==> config.mk <==
export PLATFORM = sky130hd
export DESIGN_NAME = one_wire_bus_master_flat
export DESIGN_NICKNAME = d
export VERILOG_FILES = /design/src/rtl/owbm_pkg.sv /design/src/rtl/owbm_if.sv /design/src/rtl/one_wire_bus_master.sv /design/src/flat_wrapper.sv
export SDC_FILE = /design/constraint.sdc
export NUM_CORES = 1
export LEC_CHECK = 0
export ABC_CLOCK_PERIOD_IN_PS = 7300
export BUFFER_PORTS_ARGS = -buffer_cell sky130_fd_sc_hd__buf_2
export CORE_MARGIN = 2
export CORE_UTILIZATION = 60
export DETAILED_ROUTE_END_ITERATION = 7
export PLACE_DENSITY = 0.88
export SYNTH_ARGS = -nofsm -noshare
export SYNTH_HDL_FRONTEND = slang
export SYNTH_SLANG_ARGS = --single-unit
==> constraint.sdc <==
create_clock -name clock -period 7.3 [get_ports clock]
set_clock_uncertainty 0.05 [all_clocks]
set_input_delay 0.73 -clock clock [delete_from_list [all_inputs] [get_ports clock]]
set_output_delay 0.73 -clock clock [all_outputs]
set_load 0.02 [all_outputs]
==> src/rtl/owbm_pkg.sv <==
// Shared types, codes and constants for the one-wire bus master.
package owbm_pkg;

   // Field widths
   localparam int MODE_W      = 3;
   localparam int DATA_W      = 8;
   localparam int TIME_W      = 10;
   localparam int CSR_INDEX_W = 3;
   localparam int BIT_IDX_W   = 3;
   localparam int PHASE_W     = 2;

   // Item modes; a command's mode is also its command code
   localparam logic [MODE_W-1:0] MODE_TICK  = 3'd0;
   localparam logic [MODE_W-1:0] CMD_IDLE   = 3'd0;
   localparam logic [MODE_W-1:0] CMD_RESET  = 3'd1;
   localparam logic [MODE_W-1:0] CMD_WBIT   = 3'd2;
   localparam logic [MODE_W-1:0] CMD_RBIT   = 3'd3;
   localparam logic [MODE_W-1:0] CMD_WBYTE  = 3'd4;
   localparam logic [MODE_W-1:0] CMD_RBYTE  = 3'd5;

   // Slot phases
   localparam logic [PHASE_W-1:0] PH_FIRST  = 2'd0;
   localparam logic [PHASE_W-1:0] PH_WAIT   = 2'd1;
   localparam logic [PHASE_W-1:0] PH_LAST   = 2'd2;

   // Last bit of a byte
   localparam logic [BIT_IDX_W-1:0] LAST_BIT = 3'd7;

   // Register indexes
   localparam logic [CSR_INDEX_W-1:0] REG_W1_LOW    = 3'd0;
   localparam logic [CSR_INDEX_W-1:0] REG_W1_REC    = 3'd1;
   localparam logic [CSR_INDEX_W-1:0] REG_W0_LOW    = 3'd2;
   localparam logic [CSR_INDEX_W-1:0] REG_W0_REC    = 3'd3;
   localparam logic [CSR_INDEX_W-1:0] REG_RD_WAIT   = 3'd4;
   localparam logic [CSR_INDEX_W-1:0] REG_RD_REC    = 3'd5;
   localparam logic [CSR_INDEX_W-1:0] REG_RST_LOW   = 3'd6;
   localparam logic [CSR_INDEX_W-1:0] REG_PRES_WAIT = 3'd7;

   // Fixed timings (parameter defaults)
   localparam logic [TIME_W-1:0] RESET_RECOVERY_US_DEF = 10'd410;
   localparam logic [TIME_W-1:0] READ_START_US_DEF     = 10'd1;

   typedef struct packed {
      logic [TIME_W-1:0] write_one_low_us;
      logic [TIME_W-1:0] write_one_recovery_us;
      logic [TIME_W-1:0] write_zero_low_us;
      logic [TIME_W-1:0] write_zero_recovery_us;
      logic [TIME_W-1:0] read_sample_wait_us;
      logic [TIME_W-1:0] read_recovery_us;
      logic [TIME_W-1:0] reset_low_us;
      logic [TIME_W-1:0] presence_wait_us;
   } cfg_type;

   localparam cfg_type CFG_RESET = '{
      write_one_low_us:       10'd6,
      write_one_recovery_us:  10'd64,
      write_zero_low_us:      10'd60,
      write_zero_recovery_us: 10'd10,
      read_sample_wait_us:    10'd9,
      read_recovery_us:       10'd55,
      reset_low_us:           10'd480,
      presence_wait_us:       10'd70
   };

   typedef struct packed {
      logic              drive_low;
      logic              busy_res;
      logic              done_res;
      logic              presence;
      logic [DATA_W-1:0] read_value;
      logic              rejected;
   } rsp_type;

endpackage

==> src/rtl/owbm_if.sv <==
// Valid/ready channel interfaces for command/tick beats and result beats.
interface owbm_req_if;
   import owbm_pkg::*;

   logic              valid;
   logic              ready;
   logic [MODE_W-1:0] mode;
   logic [DATA_W-1:0] data;
   logic              line_level;

   modport source (output valid, output mode, output data, output line_level, input ready);
   modport sink   (input valid, input mode, input data, input line_level, output ready);
endinterface

interface owbm_rsp_if;
   import owbm_pkg::*;

   logic              valid;
   logic              ready;
   logic              drive_low;
   logic              busy_res;
   logic              done_res;
   logic              presence;
   logic [DATA_W-1:0] read_value;
   logic              rejected;

   modport source (output valid, output drive_low, output busy_res, output done_res,
                   output presence, output read_value, output rejected, input ready);
   modport sink   (input valid, input drive_low, input busy_res, input done_res,
                   input presence, input read_value, input rejected, output ready);
endinterface

==> src/rtl/one_wire_bus_master.sv <==
// One-wire bus master: command sequencer driven by one-microsecond tick beats.
// Every request beat (a command or a one-microsecond tick) is handled at the edge
// that accepts it: the sequencer state and the result register update together,
// so one beat per cycle is sustained while the result channel is ready. The result
// register is the only stage; a new beat is taken whenever that register is empty or
// its beat is being taken in the same cycle, so each result appears in the cycle after
// its request beat. Bus timing is counted in tick beats, not clock cycles.
module one_wire_bus_master #(
   parameter logic [owbm_pkg::TIME_W-1:0] RESET_RECOVERY_US = owbm_pkg::RESET_RECOVERY_US_DEF,
   parameter logic [owbm_pkg::TIME_W-1:0] READ_START_US     = owbm_pkg::READ_START_US_DEF
) (
   input  logic                               clock,
   input  logic                               reset,
   owbm_req_if.sink                           req_bus,
   owbm_rsp_if.source                         rsp_bus,
   input  logic                               csr_write_en,
   input  logic [owbm_pkg::CSR_INDEX_W-1:0]   csr_index,
   input  logic [owbm_pkg::TIME_W-1:0]        csr_write_data
);
   import owbm_pkg::*;

   cfg_type              cfg_ff, cfg_in;
   logic [MODE_W-1:0]    cmd_ff, cmd_in;
   logic [PHASE_W-1:0]   phase_ff, phase_in;
   logic [TIME_W-1:0]    timer_ff, timer_in;
   logic [BIT_IDX_W-1:0] bit_ff, bit_in;
   logic [DATA_W-1:0]    shift_ff, shift_in;
   logic                 pres_ff, pres_in;
   logic [DATA_W-1:0]    latch_ff, latch_in;
   rsp_type              rsp_ff, rsp_in;
   logic                 rsp_valid_ff, rsp_valid_in;

   logic                 accept;
   logic                 drive;
   logic                 done;
   logic                 rej;
   logic [PHASE_W-1:0]   phase_next;
   logic [PHASE_W-1:0]   phase_count;

   // Phase length for a command, phase and data bit; zero stretches to one tick
   function automatic logic [TIME_W-1:0] phase_len(input logic [MODE_W-1:0]  cmd,
                                                   input logic [PHASE_W-1:0] ph,
                                                   input logic               one,
                                                   input cfg_type            cfg);
      logic [TIME_W-1:0] len;
      case (cmd)
         CMD_RESET: begin
            if (ph == PH_FIRST)     len = cfg.reset_low_us;
            else if (ph == PH_WAIT) len = cfg.presence_wait_us;
            else                    len = RESET_RECOVERY_US;
         end
         CMD_WBIT, CMD_WBYTE: begin
            if (ph == PH_FIRST) len = one ? cfg.write_one_low_us : cfg.write_zero_low_us;
            else len = one ? cfg.write_one_recovery_us : cfg.write_zero_recovery_us;
         end
         default: begin
            if (ph == PH_FIRST)     len = READ_START_US;
            else if (ph == PH_WAIT) len = cfg.read_sample_wait_us;
            else                    len = cfg.read_recovery_us;
         end
      endcase
      return (len == '0) ? TIME_W'(1) : len;
   endfunction

   // Take a beat when the result register is empty or draining
   assign req_bus.ready = !rsp_valid_ff || rsp_bus.ready;
   assign accept        = req_bus.valid && req_bus.ready;

   // Write configuration registers
   always_comb begin
      cfg_in = cfg_ff;
      if (csr_write_en) begin
         case (csr_index)
            REG_W1_LOW:    cfg_in.write_one_low_us       = csr_write_data;
            REG_W1_REC:    cfg_in.write_one_recovery_us  = csr_write_data;
            REG_W0_LOW:    cfg_in.write_zero_low_us      = csr_write_data;
            REG_W0_REC:    cfg_in.write_zero_recovery_us = csr_write_data;
            REG_RD_WAIT:   cfg_in.read_sample_wait_us    = csr_write_data;
            REG_RD_REC:    cfg_in.read_recovery_us       = csr_write_data;
            REG_RST_LOW:   cfg_in.reset_low_us           = csr_write_data;
            REG_PRES_WAIT: cfg_in.presence_wait_us       = csr_write_data;
            default:       cfg_in = cfg_ff;
         endcase
      end
   end

   assign phase_next  = phase_ff + PHASE_W'(1);
   assign phase_count = (cmd_ff == CMD_WBIT || cmd_ff == CMD_WBYTE) ? PHASE_W'(2) : PHASE_W'(3);

   // Advance the sequencer for one beat
   always_comb begin
      cmd_in   = cmd_ff;
      phase_in = phase_ff;
      timer_in = timer_ff;
      bit_in   = bit_ff;
      shift_in = shift_ff;
      pres_in  = pres_ff;
      latch_in = latch_ff;
      drive    = 1'b0;
      done     = 1'b0;
      rej      = 1'b0;
      if (accept) begin
         case (req_bus.mode) inside
            MODE_TICK: begin
               if (cmd_ff != CMD_IDLE) begin
                  drive = (phase_ff == PH_FIRST);
                  if (timer_ff > TIME_W'(1)) begin
                     timer_in = timer_ff - TIME_W'(1);
                  end else begin
                     // Sample at the end of the wait phase
                     if (phase_ff == PH_WAIT) begin
                        if (cmd_ff == CMD_RESET) pres_in = ~req_bus.line_level;
                        else if (cmd_ff == CMD_RBIT) shift_in = DATA_W'(req_bus.line_level);
                        else if (cmd_ff == CMD_RBYTE)
                           shift_in = {req_bus.line_level, shift_ff[DATA_W-1:1]};
                     end
                     if (phase_next < phase_count) begin
                        phase_in = phase_next;
                        timer_in = phase_len(cmd_ff, phase_next, shift_in[0], cfg_ff);
                     end else if ((cmd_ff == CMD_WBYTE || cmd_ff == CMD_RBYTE)
                                  && bit_ff < LAST_BIT) begin
                        // Next bit of the byte
                        bit_in   = bit_ff + BIT_IDX_W'(1);
                        if (cmd_ff == CMD_WBYTE) shift_in = shift_ff >> 1;
                        phase_in = PH_FIRST;
                        timer_in = phase_len(cmd_ff, PH_FIRST, shift_in[0], cfg_ff);
                     end else begin
                        // Command complete
                        if (cmd_ff == CMD_RBIT || cmd_ff == CMD_RBYTE) latch_in = shift_in;
                        cmd_in   = CMD_IDLE;
                        phase_in = PH_FIRST;
                        timer_in = '0;
                        bit_in   = '0;
                        done     = 1'b1;
                     end
                  end
               end
            end
            [CMD_RESET:CMD_RBYTE]: begin
               if (cmd_ff != CMD_IDLE) begin
                  rej   = 1'b1;
                  drive = (phase_ff == PH_FIRST);
               end else begin
                  cmd_in   = req_bus.mode;
                  phase_in = PH_FIRST;
                  bit_in   = '0;
                  if (req_bus.mode == CMD_WBIT)       shift_in = DATA_W'(req_bus.data[0]);
                  else if (req_bus.mode == CMD_WBYTE) shift_in = req_bus.data;
                  else                                shift_in = '0;
                  timer_in = phase_len(req_bus.mode, PH_FIRST, req_bus.data[0], cfg_ff);
                  drive    = 1'b1;
               end
            end
            default: begin
               drive = (cmd_ff != CMD_IDLE) && (phase_ff == PH_FIRST);
            end
         endcase
      end
   end

   // Build the result beat and hold it until taken
   always_comb begin
      rsp_in.drive_low  = drive;
      rsp_in.busy_res   = (cmd_in != CMD_IDLE);
      rsp_in.done_res   = done;
      rsp_in.presence   = pres_in;
      rsp_in.read_value = latch_in;
      rsp_in.rejected   = rej;
      if (accept)              rsp_valid_in = 1'b1;
      else if (rsp_bus.ready)  rsp_valid_in = 1'b0;
      else                     rsp_valid_in = rsp_valid_ff;
   end

   always_ff @(posedge clock) begin
      if (reset) begin
         cfg_ff       <= CFG_RESET;
         cmd_ff       <= CMD_IDLE;
         phase_ff     <= PH_FIRST;
         timer_ff     <= '0;
         bit_ff       <= '0;
         shift_ff     <= '0;
         pres_ff      <= 1'b0;
         latch_ff     <= '0;
         rsp_valid_ff <= 1'b0;
      end else begin
         cfg_ff       <= cfg_in;
         cmd_ff       <= cmd_in;
         phase_ff     <= phase_in;
         timer_ff     <= timer_in;
         bit_ff       <= bit_in;
         shift_ff     <= shift_in;
         pres_ff      <= pres_in;
         latch_ff     <= latch_in;
         rsp_valid_ff <= rsp_valid_in;
      end
   end

   always_ff @(posedge clock) begin
      if (accept) rsp_ff <= rsp_in;
   end

   // Drive the result channel
   assign rsp_bus.valid      = rsp_valid_ff;
   assign rsp_bus.drive_low  = rsp_ff.drive_low;
   assign rsp_bus.busy_res   = rsp_ff.busy_res;
   assign rsp_bus.done_res   = rsp_ff.done_res;
   assign rsp_bus.presence   = rsp_ff.presence;
   assign rsp_bus.read_value = rsp_ff.read_value;
   assign rsp_bus.rejected   = rsp_ff.rejected;

   // Idle sequencer leaves no phase, timer or bit count behind
   a_idle_clean: assert property (@(posedge clock) disable iff (reset)
      cmd_ff == CMD_IDLE |-> phase_ff == PH_FIRST && timer_ff == '0 && bit_ff == '0)
      else $error("idle sequencer holds stale phase state");

   // A running sequence always has time left in its phase
   a_timer_live: assert property (@(posedge clock) disable iff (reset)
      cmd_ff != CMD_IDLE |-> timer_ff != '0)
      else $error("active phase with zero timer");

   // Write slots have only two phases
   a_write_phases: assert property (@(posedge clock) disable iff (reset)
      (cmd_ff == CMD_WBIT || cmd_ff == CMD_WBYTE) |-> phase_ff != PH_LAST)
      else $error("write slot entered a third phase");

   // A completing beat leaves the master idle
   a_done_idle: assert property (@(posedge clock) disable iff (reset)
      rsp_valid_ff && rsp_ff.done_res |-> !rsp_ff.busy_res && !rsp_ff.rejected)
      else $error("done reported while still busy or rejected");

   // A rejected command only happens while busy
   a_reject_busy: assert property (@(posedge clock) disable iff (reset)
      rsp_valid_ff && rsp_ff.rejected |-> rsp_ff.busy_res)
      else $error("command rejected while idle");

endmodule

==> src/flat_wrapper.sv <==
// flat-port wrapper written by rule: the top's interface ports become plain ports
module one_wire_bus_master_flat import owbm_pkg::*;
#(
   parameter logic [owbm_pkg::TIME_W-1:0] RESET_RECOVERY_US = owbm_pkg::RESET_RECOVERY_US_DEF,
   parameter logic [owbm_pkg::TIME_W-1:0] READ_START_US     = owbm_pkg::READ_START_US_DEF
)
  (clock, reset, csr_write_en, csr_index, csr_write_data, req_bus_valid, req_bus_mode, req_bus_data, req_bus_line_level, req_bus_ready, rsp_bus_valid, rsp_bus_drive_low, rsp_bus_busy_res, rsp_bus_done_res, rsp_bus_presence, rsp_bus_read_value, rsp_bus_rejected, rsp_bus_ready);
  owbm_req_if req_bus_i ();
  owbm_rsp_if rsp_bus_i ();
  input  logic clock;
  input  logic reset;
  input  logic csr_write_en;
  input  logic [owbm_pkg::CSR_INDEX_W-1:0] csr_index;
  input  logic [owbm_pkg::TIME_W-1:0] csr_write_data;
  input wire logic [$bits(req_bus_i.valid)-1:0] req_bus_valid;
  input wire logic [$bits(req_bus_i.mode)-1:0] req_bus_mode;
  input wire logic [$bits(req_bus_i.data)-1:0] req_bus_data;
  input wire logic [$bits(req_bus_i.line_level)-1:0] req_bus_line_level;
  output wire logic [$bits(req_bus_i.ready)-1:0] req_bus_ready;
  output wire logic [$bits(rsp_bus_i.valid)-1:0] rsp_bus_valid;
  output wire logic [$bits(rsp_bus_i.drive_low)-1:0] rsp_bus_drive_low;
  output wire logic [$bits(rsp_bus_i.busy_res)-1:0] rsp_bus_busy_res;
  output wire logic [$bits(rsp_bus_i.done_res)-1:0] rsp_bus_done_res;
  output wire logic [$bits(rsp_bus_i.presence)-1:0] rsp_bus_presence;
  output wire logic [$bits(rsp_bus_i.read_value)-1:0] rsp_bus_read_value;
  output wire logic [$bits(rsp_bus_i.rejected)-1:0] rsp_bus_rejected;
  input wire logic [$bits(rsp_bus_i.ready)-1:0] rsp_bus_ready;
  assign req_bus_i.valid = req_bus_valid;
  assign req_bus_i.mode = req_bus_mode;
  assign req_bus_i.data = req_bus_data;
  assign req_bus_i.line_level = req_bus_line_level;
  assign req_bus_ready = req_bus_i.ready;
  assign rsp_bus_valid = rsp_bus_i.valid;
  assign rsp_bus_drive_low = rsp_bus_i.drive_low;
  assign rsp_bus_busy_res = rsp_bus_i.busy_res;
  assign rsp_bus_done_res = rsp_bus_i.done_res;
  assign rsp_bus_presence = rsp_bus_i.presence;
  assign rsp_bus_read_value = rsp_bus_i.read_value;
  assign rsp_bus_rejected = rsp_bus_i.rejected;
  assign rsp_bus_i.ready = rsp_bus_ready;
  one_wire_bus_master #(.RESET_RECOVERY_US(RESET_RECOVERY_US), .READ_START_US(READ_START_US)) u_core (.clock(clock), .reset(reset), .req_bus(req_bus_i), .rsp_bus(rsp_bus_i), .csr_write_en(csr_write_en), .csr_index(csr_index), .csr_write_data(csr_write_data));
endmodule
# [Word-level counts from Yosys, hierarchy flattened]
# Cells that the tools add are included.
[word_totals] out_inout_bits=15 inputBits=30 register_bits=129 word_cells=194
[op_classes] magnitude_cmp=5 n_addsub=3 eq_ne=21 n_reduce_logical=35 n_bitwise=4 muxes=104
[op_table] operator="$mux 10" count=34
[op_table] operator="$mux 8" count=31
[op_table] operator="$pmux 10 s2" count=3
[op_table] operator="$mux 3" count=15
[op_table] operator="$logic_not 10->1" count=3
[op_table] operator="$eq 3x3->1 const B" count=7
[op_table] operator="$reduce_and 2->1" count=8
[op_table] operator="$eq 3x2->1 const B" count=5
[op_table] operator="$mux 1" count=15
[op_table] operator="$mux 2" count=6
[op_table] operator="$gt 10x1->1 const B" count=1
[op_table] operator="$sub 10x1->10 const B" count=1
[op_table] operator="$eq 3x1->1 const B" count=3
[op_table] operator="$logic_not 3->1" count=2
[op_table] operator="$ne 2x2->1 const B" count=3
[op_table] operator="$reduce_and 6->1" count=1
[op_table] operator="$reduce_bool 3->1" count=2
[op_table] operator="$reduce_or 2->1" count=3
[op_table] operator="$reduce_and 5->1" count=1
[op_table] operator="$eq 2x1->1 const B" count=2
[op_table] operator="$logic_and 1x1->1" count=4
[op_table] operator="$logic_not 2->1" count=2
[op_table] operator="$logic_or 1x1->1" count=4
[op_table] operator="$not 1->1" count=4
[op_table] operator="11 further kinds" count=12

# [Longest topological paths before layout]
[depth] depth_word=31 ltp_mapped=14 depth_no_buf=11

# [Worst setup path after synthesis]
# OpenSTA, ideal clock, no wires.
[synth_timing] kind="input -> register" startpoint="input req_bus_mode[2]" endpoint="register u_core.timer_ff[0]" n_path_buf=4 setup_ns=0.075 required_ns=7.175 arrival_time_ns=3.517 setup_slack_ns=3.658 cell_stages=13 cell_sequence="clkbuf_1 or3_1 clkbuf_1 clkbuf_1 ha_1 a211oi_1 and3_1 clkbuf_1 nor2_1 a211oi_1 nand2_1 or4_1 o22ai_1"
[synth_between] elab_chain_len=12 word_cells_on_any_way=22 classes_between="order compare: 2; eq/ne: 5; mux: 9; reduce/logical: 6"
[synth_lines] element="start: declaration" line="flat_wrapper.sv:16" text="input wire logic [$bits(req_bus_i.mode)-1:0] req_bus_mode;"
[synth_lines] element="$eq 3x3->1 / $eq 3x2->1 (equally long branches)" line="one_wire_bus_master.sv:46" text="case (cmd)"
[synth_lines] element="$reduce_or 2->1"
[synth_lines] element="$pmux 10 s2" line="one_wire_bus_master.sv:46"
[synth_lines] element="$mux 10" line="one_wire_bus_master.sv:140" text="if (cmd_ff != CMD_IDLE) begin"
[synth_lines] element="$mux 10 (2 in series)" line="one_wire_bus_master.sv:103" text="case (req_bus.mode) inside"
[synth_lines] element="$mux 10" line="one_wire_bus_master.sv:102" text="if (accept) begin"
[synth_lines] element="$logic_not 10->1" line="one_wire_bus_master.sv:62" text="return (len == '0) ? TIME_W'(1) : len;"
[synth_lines] element="$mux 10" line="one_wire_bus_master.sv:62"
[synth_lines] element="$mux 10" line="one_wire_bus_master.sv:140"
[synth_lines] element="$mux 10 (2 in series)" line="one_wire_bus_master.sv:103"
[synth_lines] element="end signal: assignment" line="one_wire_bus_master.sv:189" text="timer_ff <= timer_in;"
[synth_lines] element="end: declaration" line="one_wire_bus_master.sv:25" text="logic [TIME_W-1:0] timer_ff, timer_in;"
# Several ways; a longest one is shown, not always the timed one. The select of a mux whose other input is x is not followed.
# A chain may end at the register's enable or synchronous reset.

# [Final worst setup path]
[layout_timing] startpoint="register u_core.cmd_ff[2]" endpoint="register u_core.timer_ff[0]"
[layout_between] elab_chain_len=31 word_cells_on_any_way=56 classes_between="order compare: 1; eq/ne: 7; mux: 40; reduce/logical: 8"
[layout_lines] element="start: declaration" line="one_wire_bus_master.sv:23" text="logic [MODE_W-1:0] cmd_ff, cmd_in;"
[layout_lines] element="start signal: assignment" line="one_wire_bus_master.sv:187" text="cmd_ff <= cmd_in;"
[layout_lines] element="$eq 3x3->1" line="one_wire_bus_master.sv:114, one_wire_bus_master.sv:120"
[layout_lines] element="$mux 8" line="one_wire_bus_master.sv:114" text="else if (cmd_ff == CMD_RBYTE)"
[layout_lines] element="$mux 8" line="one_wire_bus_master.sv:113" text="else if (cmd_ff == CMD_RBIT) shift_in = DATA_W'(req_bus.line_level);"
[layout_lines] element="$mux 8" line="one_wire_bus_master.sv:112" text="if (cmd_ff == CMD_RESET) pres_in = ~req_bus.line_level;"
[layout_lines] element="$mux 8" line="one_wire_bus_master.sv:111" text="if (phase_ff == PH_WAIT) begin"
[layout_lines] element="$mux 8" line="one_wire_bus_master.sv:107" text="if (timer_ff > TIME_W'(1)) begin"
[layout_lines] element="$mux 8" line="one_wire_bus_master.sv:105" text="if (cmd_ff != CMD_IDLE) begin"
[layout_lines] element="$mux 8" line="one_wire_bus_master.sv:103"
[layout_lines] element="[... 15 more ...]"
[layout_lines] element="$mux 10" line="one_wire_bus_master.sv:102"
[layout_lines] element="$logic_not 10->1" line="one_wire_bus_master.sv:62"
[layout_lines] element="$mux 10" line="one_wire_bus_master.sv:62"
[layout_lines] element="$mux 10" line="one_wire_bus_master.sv:120" text="end else if ((cmd_ff == CMD_WBYTE || cmd_ff == CMD_RBYTE)"
[layout_lines] element="$mux 10" line="one_wire_bus_master.sv:117" text="if (phase_next < phase_count) begin"
[layout_lines] element="$mux 10" line="one_wire_bus_master.sv:107"
[layout_lines] element="$mux 10" line="one_wire_bus_master.sv:105"
[layout_lines] element="$mux 10" line="one_wire_bus_master.sv:103"
# Several ways; a longest one is shown, not always the timed one. The select of a mux whose other input is x is not followed.

==> key figures <==
Worst hold path
  • Hold Path Sink: u_core.cfg_ff[4]
  • WHS Path Cells: 2
  • Worst Min Path Start: u_core.cfg_ff[4]
  • Hold Path Class: register to register

Power and ir drop
  • Pwr/cell area: 240 mW/mm^2
  • Lkg Pwr: 3.01 nW
  • Worst vdd ir: 197 uV

Synthesis
  • Cell taking the most area after synthesis: dfxtp_1
  • Average cell area after synthesis: 7.98 sq um
  • Synth cell types: 84
  • Synth warn: 0
  • Seq/Total Area, Yosys: 37.8%
  • Synth Flop Type: dfxtp_1
  • Synth Cell Area: 0.00718 sq mm
  • Async SR Flop Fraction: 0%
  • Top cell type's share of synthesized area: 32.3%
  • Gate count of the mapped netlist: 900
  • Largest cells by area after synthesis: dfxtp_1, nand2_1, a21oi_1
  • Net Count, Synth: 940
  • Post-synthesis register bit count: 129
  • EDFF count, synth: 13

Detailed routing
  • Via/cell ratio: 6.61
  • WL final: 21.5 mm
  • DRT iter0 DRCs: 933
  • DR pass1 iterations: 6
  • Number of remaining DRC errors: 0
  • Number of routed nets with antenna violations: 0
  • Drt wl/cell: 20.1 um
  • Vias: 7,042

Global route
  • Overflow after GRT: 0
  • Antenna violations before repair: 0
  • Total GRT Usage: 34.0%
  • First-pass GRT wire length: 34.4 mm
  • Vias in the first global route: 6,652
  • Largest net degree at the start of global routing: 86

Run status
  • Status: complete, no violations

Setup path
  • Startpoint types: register
  • R2R setup slack: 3720 ps
  • Kind of critical path: register to register
  • WP data arrival: 3880 ps
  • Crit Path Max Fanout: 23
  • Worst R2R Path Depth: 8
  • Worst reg2reg startpoint: u_core.cmd_ff[2]
  • Reg2reg end: u_core.timer_ff[0]
  • WP data required: 7610 ps
  • Crit. End Element: register

Timing
  • Min cycle time layout: 3580 ps
  • Max frequency: 280 MHz
  • Setup total negative slack: 0 ps
  • Least-Margin Pin Slew: 1130 ps
  • Slew Limit Fails: 0
  • Fin. Hold Viols: 0
  • Unrepaired setup endpoints after global routing: false
  • Fin crit share: 49.0%
  • Max-Slew Margin vs Limit: 23.9%
  • Finish-stage setup viols: 0

Clock tree
  • CTS Root Cell: clkbuf_16
  • Setup bufs post-CTS: 0
  • Clk_lat worst skew: 440 ps
  • CTS Hold Bufs: 0
  • Clock transition at path regs: 60 ps
  • Post_cts resized: 0
  • Num CTS Buffers: 17
  • CTS tree: built
  • CTS sink cnt: 129
  • Clk buf depth: 2
  • # H-tree levels: 4

Final layout
  • Sequential cell area: 0.00271 sq mm
  • Fillers: 922
  • Finished Core Util: 68.8%
  • Share of layout cells above drive strength 1: 13.7%
  • Ant. Diodes: 0
  • Area of the multi-input gates: 0.00418 sq mm
  • Fin nets: 950
  • Area growth, synth to finish: 10.7%

Die
  • Initial Util: 62.1%
  • DIE HEIGHT: 113 um
  • FP Rows: 39
  • Die width: 113 um
  • DIE AREA: 0.0129 sq mm
  • Core ar.: 0.0116 sq mm
  • IO Pins: 45

Run
  • Max_cap viols: 0

Place
  • PortBufs: 44
  • Gpl congestion: 1.00
  • Dpl hpwl: 14.3 mm
-- worst max path at each step --
stage / start / end / slack [ps] / cells past startpoint
after detailed placement: req_bus_mode[0] / u_core.timer_ff[0] / 3480 / 10
final: u_core.cmd_ff[2] / u_core.timer_ff[0] / 3720 / 8
after global placement: req_bus_mode[0] / u_core.timer_ff[0] / 3540 / 10
after CTS: u_core.cmd_ff[2] / u_core.latch_ff[5] / 3790 / 8
after floorplan: req_bus_mode[2] / u_core.timer_ff[0] / 3660 / 13
after global routing: req_bus_mode[0] / u_core.timer_ff[0] / 3510 / 11
-- per-layer routing --
metal  GRT usage [%]  wire [um]
met2            53.6       9700
met3            8.45       2020
met4            17.0        963
met1            43.8       8790
met5               0          0
-- state kept, by name, summed over array words and instances (netlist names), 2 cells and up --
signal / count
u_core.rsp_bus.read_value: 8
u_core.phase_ff: 2
u_core.cmd_ff: 3
u_core.timer_ff: 10
u_core.shift_ff: 8
u_core.cfg_ff: 80
u_core.bit_ff: 3
u_core.latch_ff: 8
-- logic make-up (layout without fill, tap and decap cells) --
logic type                 count (synthesis)  after routing  synth area share (%)
AOI/OAI and AO/OA                        228            228                  20.5
muxes                                     56             56                  8.38
xor gates and xnor gates                   9              9                  1.20
DFF                                      129            129                  37.8
adders and majority gates                 11             11                  1.88
buffers and inverters                     71             94                  4.01
and+or+nand+nor                          396            396                  26.3
-- synthesized netlist by cell type (10+ instances only) --
library cell and instances:
nand2_1 206, dfxtp_1 116, a21oi_1 88, nor2_1 55, o21ai_0 42, clkbuf_1 35, mux2i_1 32, nor2b_1 27
mux2_2 20, nand3b_1 20, nor3_1 19, edfxtp_1 13, nand3_1 12, a211oi_1 10, buf_1 10, ha_1 10
inv_1 10
-- worst max-delay path, cell delays in order, from the launching register on --
cell	delay, ps
dfxtp_1	820
xnor2_2	290
o21ba_2	350
nor2_4	440
mux2_2	400
a211oi_1	470
nand2_1	90
or4_1	400
o22ai_1	190
-- final cells by class --
| cell class | instances | area share, % |
|---|---|---|
| clock buffer | 20 | 5.74 |
| sequential | 129 | 34.1 |
| inverter | 11 | 0.519 |
| multi-input combinational | 700 | 52.6 |
| tap | 143 | 2.25 |
| clock inverter | 12 | 1.34 |
| timing repair buffer | 51 | 3.46 |
-- through the flow --
stage	instance area, sq um	hold slack [ps]	std cells	setup WS (ps)	power, W
global route	7960	421	1066	3510	0.00197
CTS	7960	403	1066	3790	0.00190
global placement	7390	390	1034	3540	0.00109
floorplan	7180	380	900	3660	0.00101
finish	7960	404	1066	3720	0.00191
detailed placement	7390	396	1034	3480	0.00109
-- power by group --
| part | total [W] | internal, W | switching [W] | leakage (nW) |
|---|---|---|---|---|
| clock | 0.000813 | 0.000485 | 0.000327 | 0.270 |
| sequential | 0.000780 | 0.000745 | 0.0000356 | 1.07 |
| combinational | 0.000315 | 0.000113 | 0.000202 | 1.66 |
| total | 0.00191 | 0.00134 | 0.000565 | 3.01 |
-- placed cells by master, fill, tap and decap left out, types with 5 or more instances in the layout --
cell type / instances
a22oi_1: 5
o211ai_1: 9
nor4_1: 6
mux2i_1: 32
dfxtp_1: 116
nor3_1: 19
clkbuf_16: 17
a222oi_1: 6
nand2b_1: 6
inv_1: 10
nand3b_1: 20
a21oi_1: 88
or3_1: 6
o21ai_0: 42
nor2_1: 55
nand4_1: 5
buf_4: 8
a211oi_1: 10
mux2_2: 20
nand3_1: 12
edfxtp_1: 13
buf_2: 43
o22ai_1: 8
a221oi_1: 7
nand2_1: 206
ha_1: 10
nor2b_1: 27
a211o_1: 6
a31oi_1: 5
No activity file was read; power rests on OpenSTA's default activity.
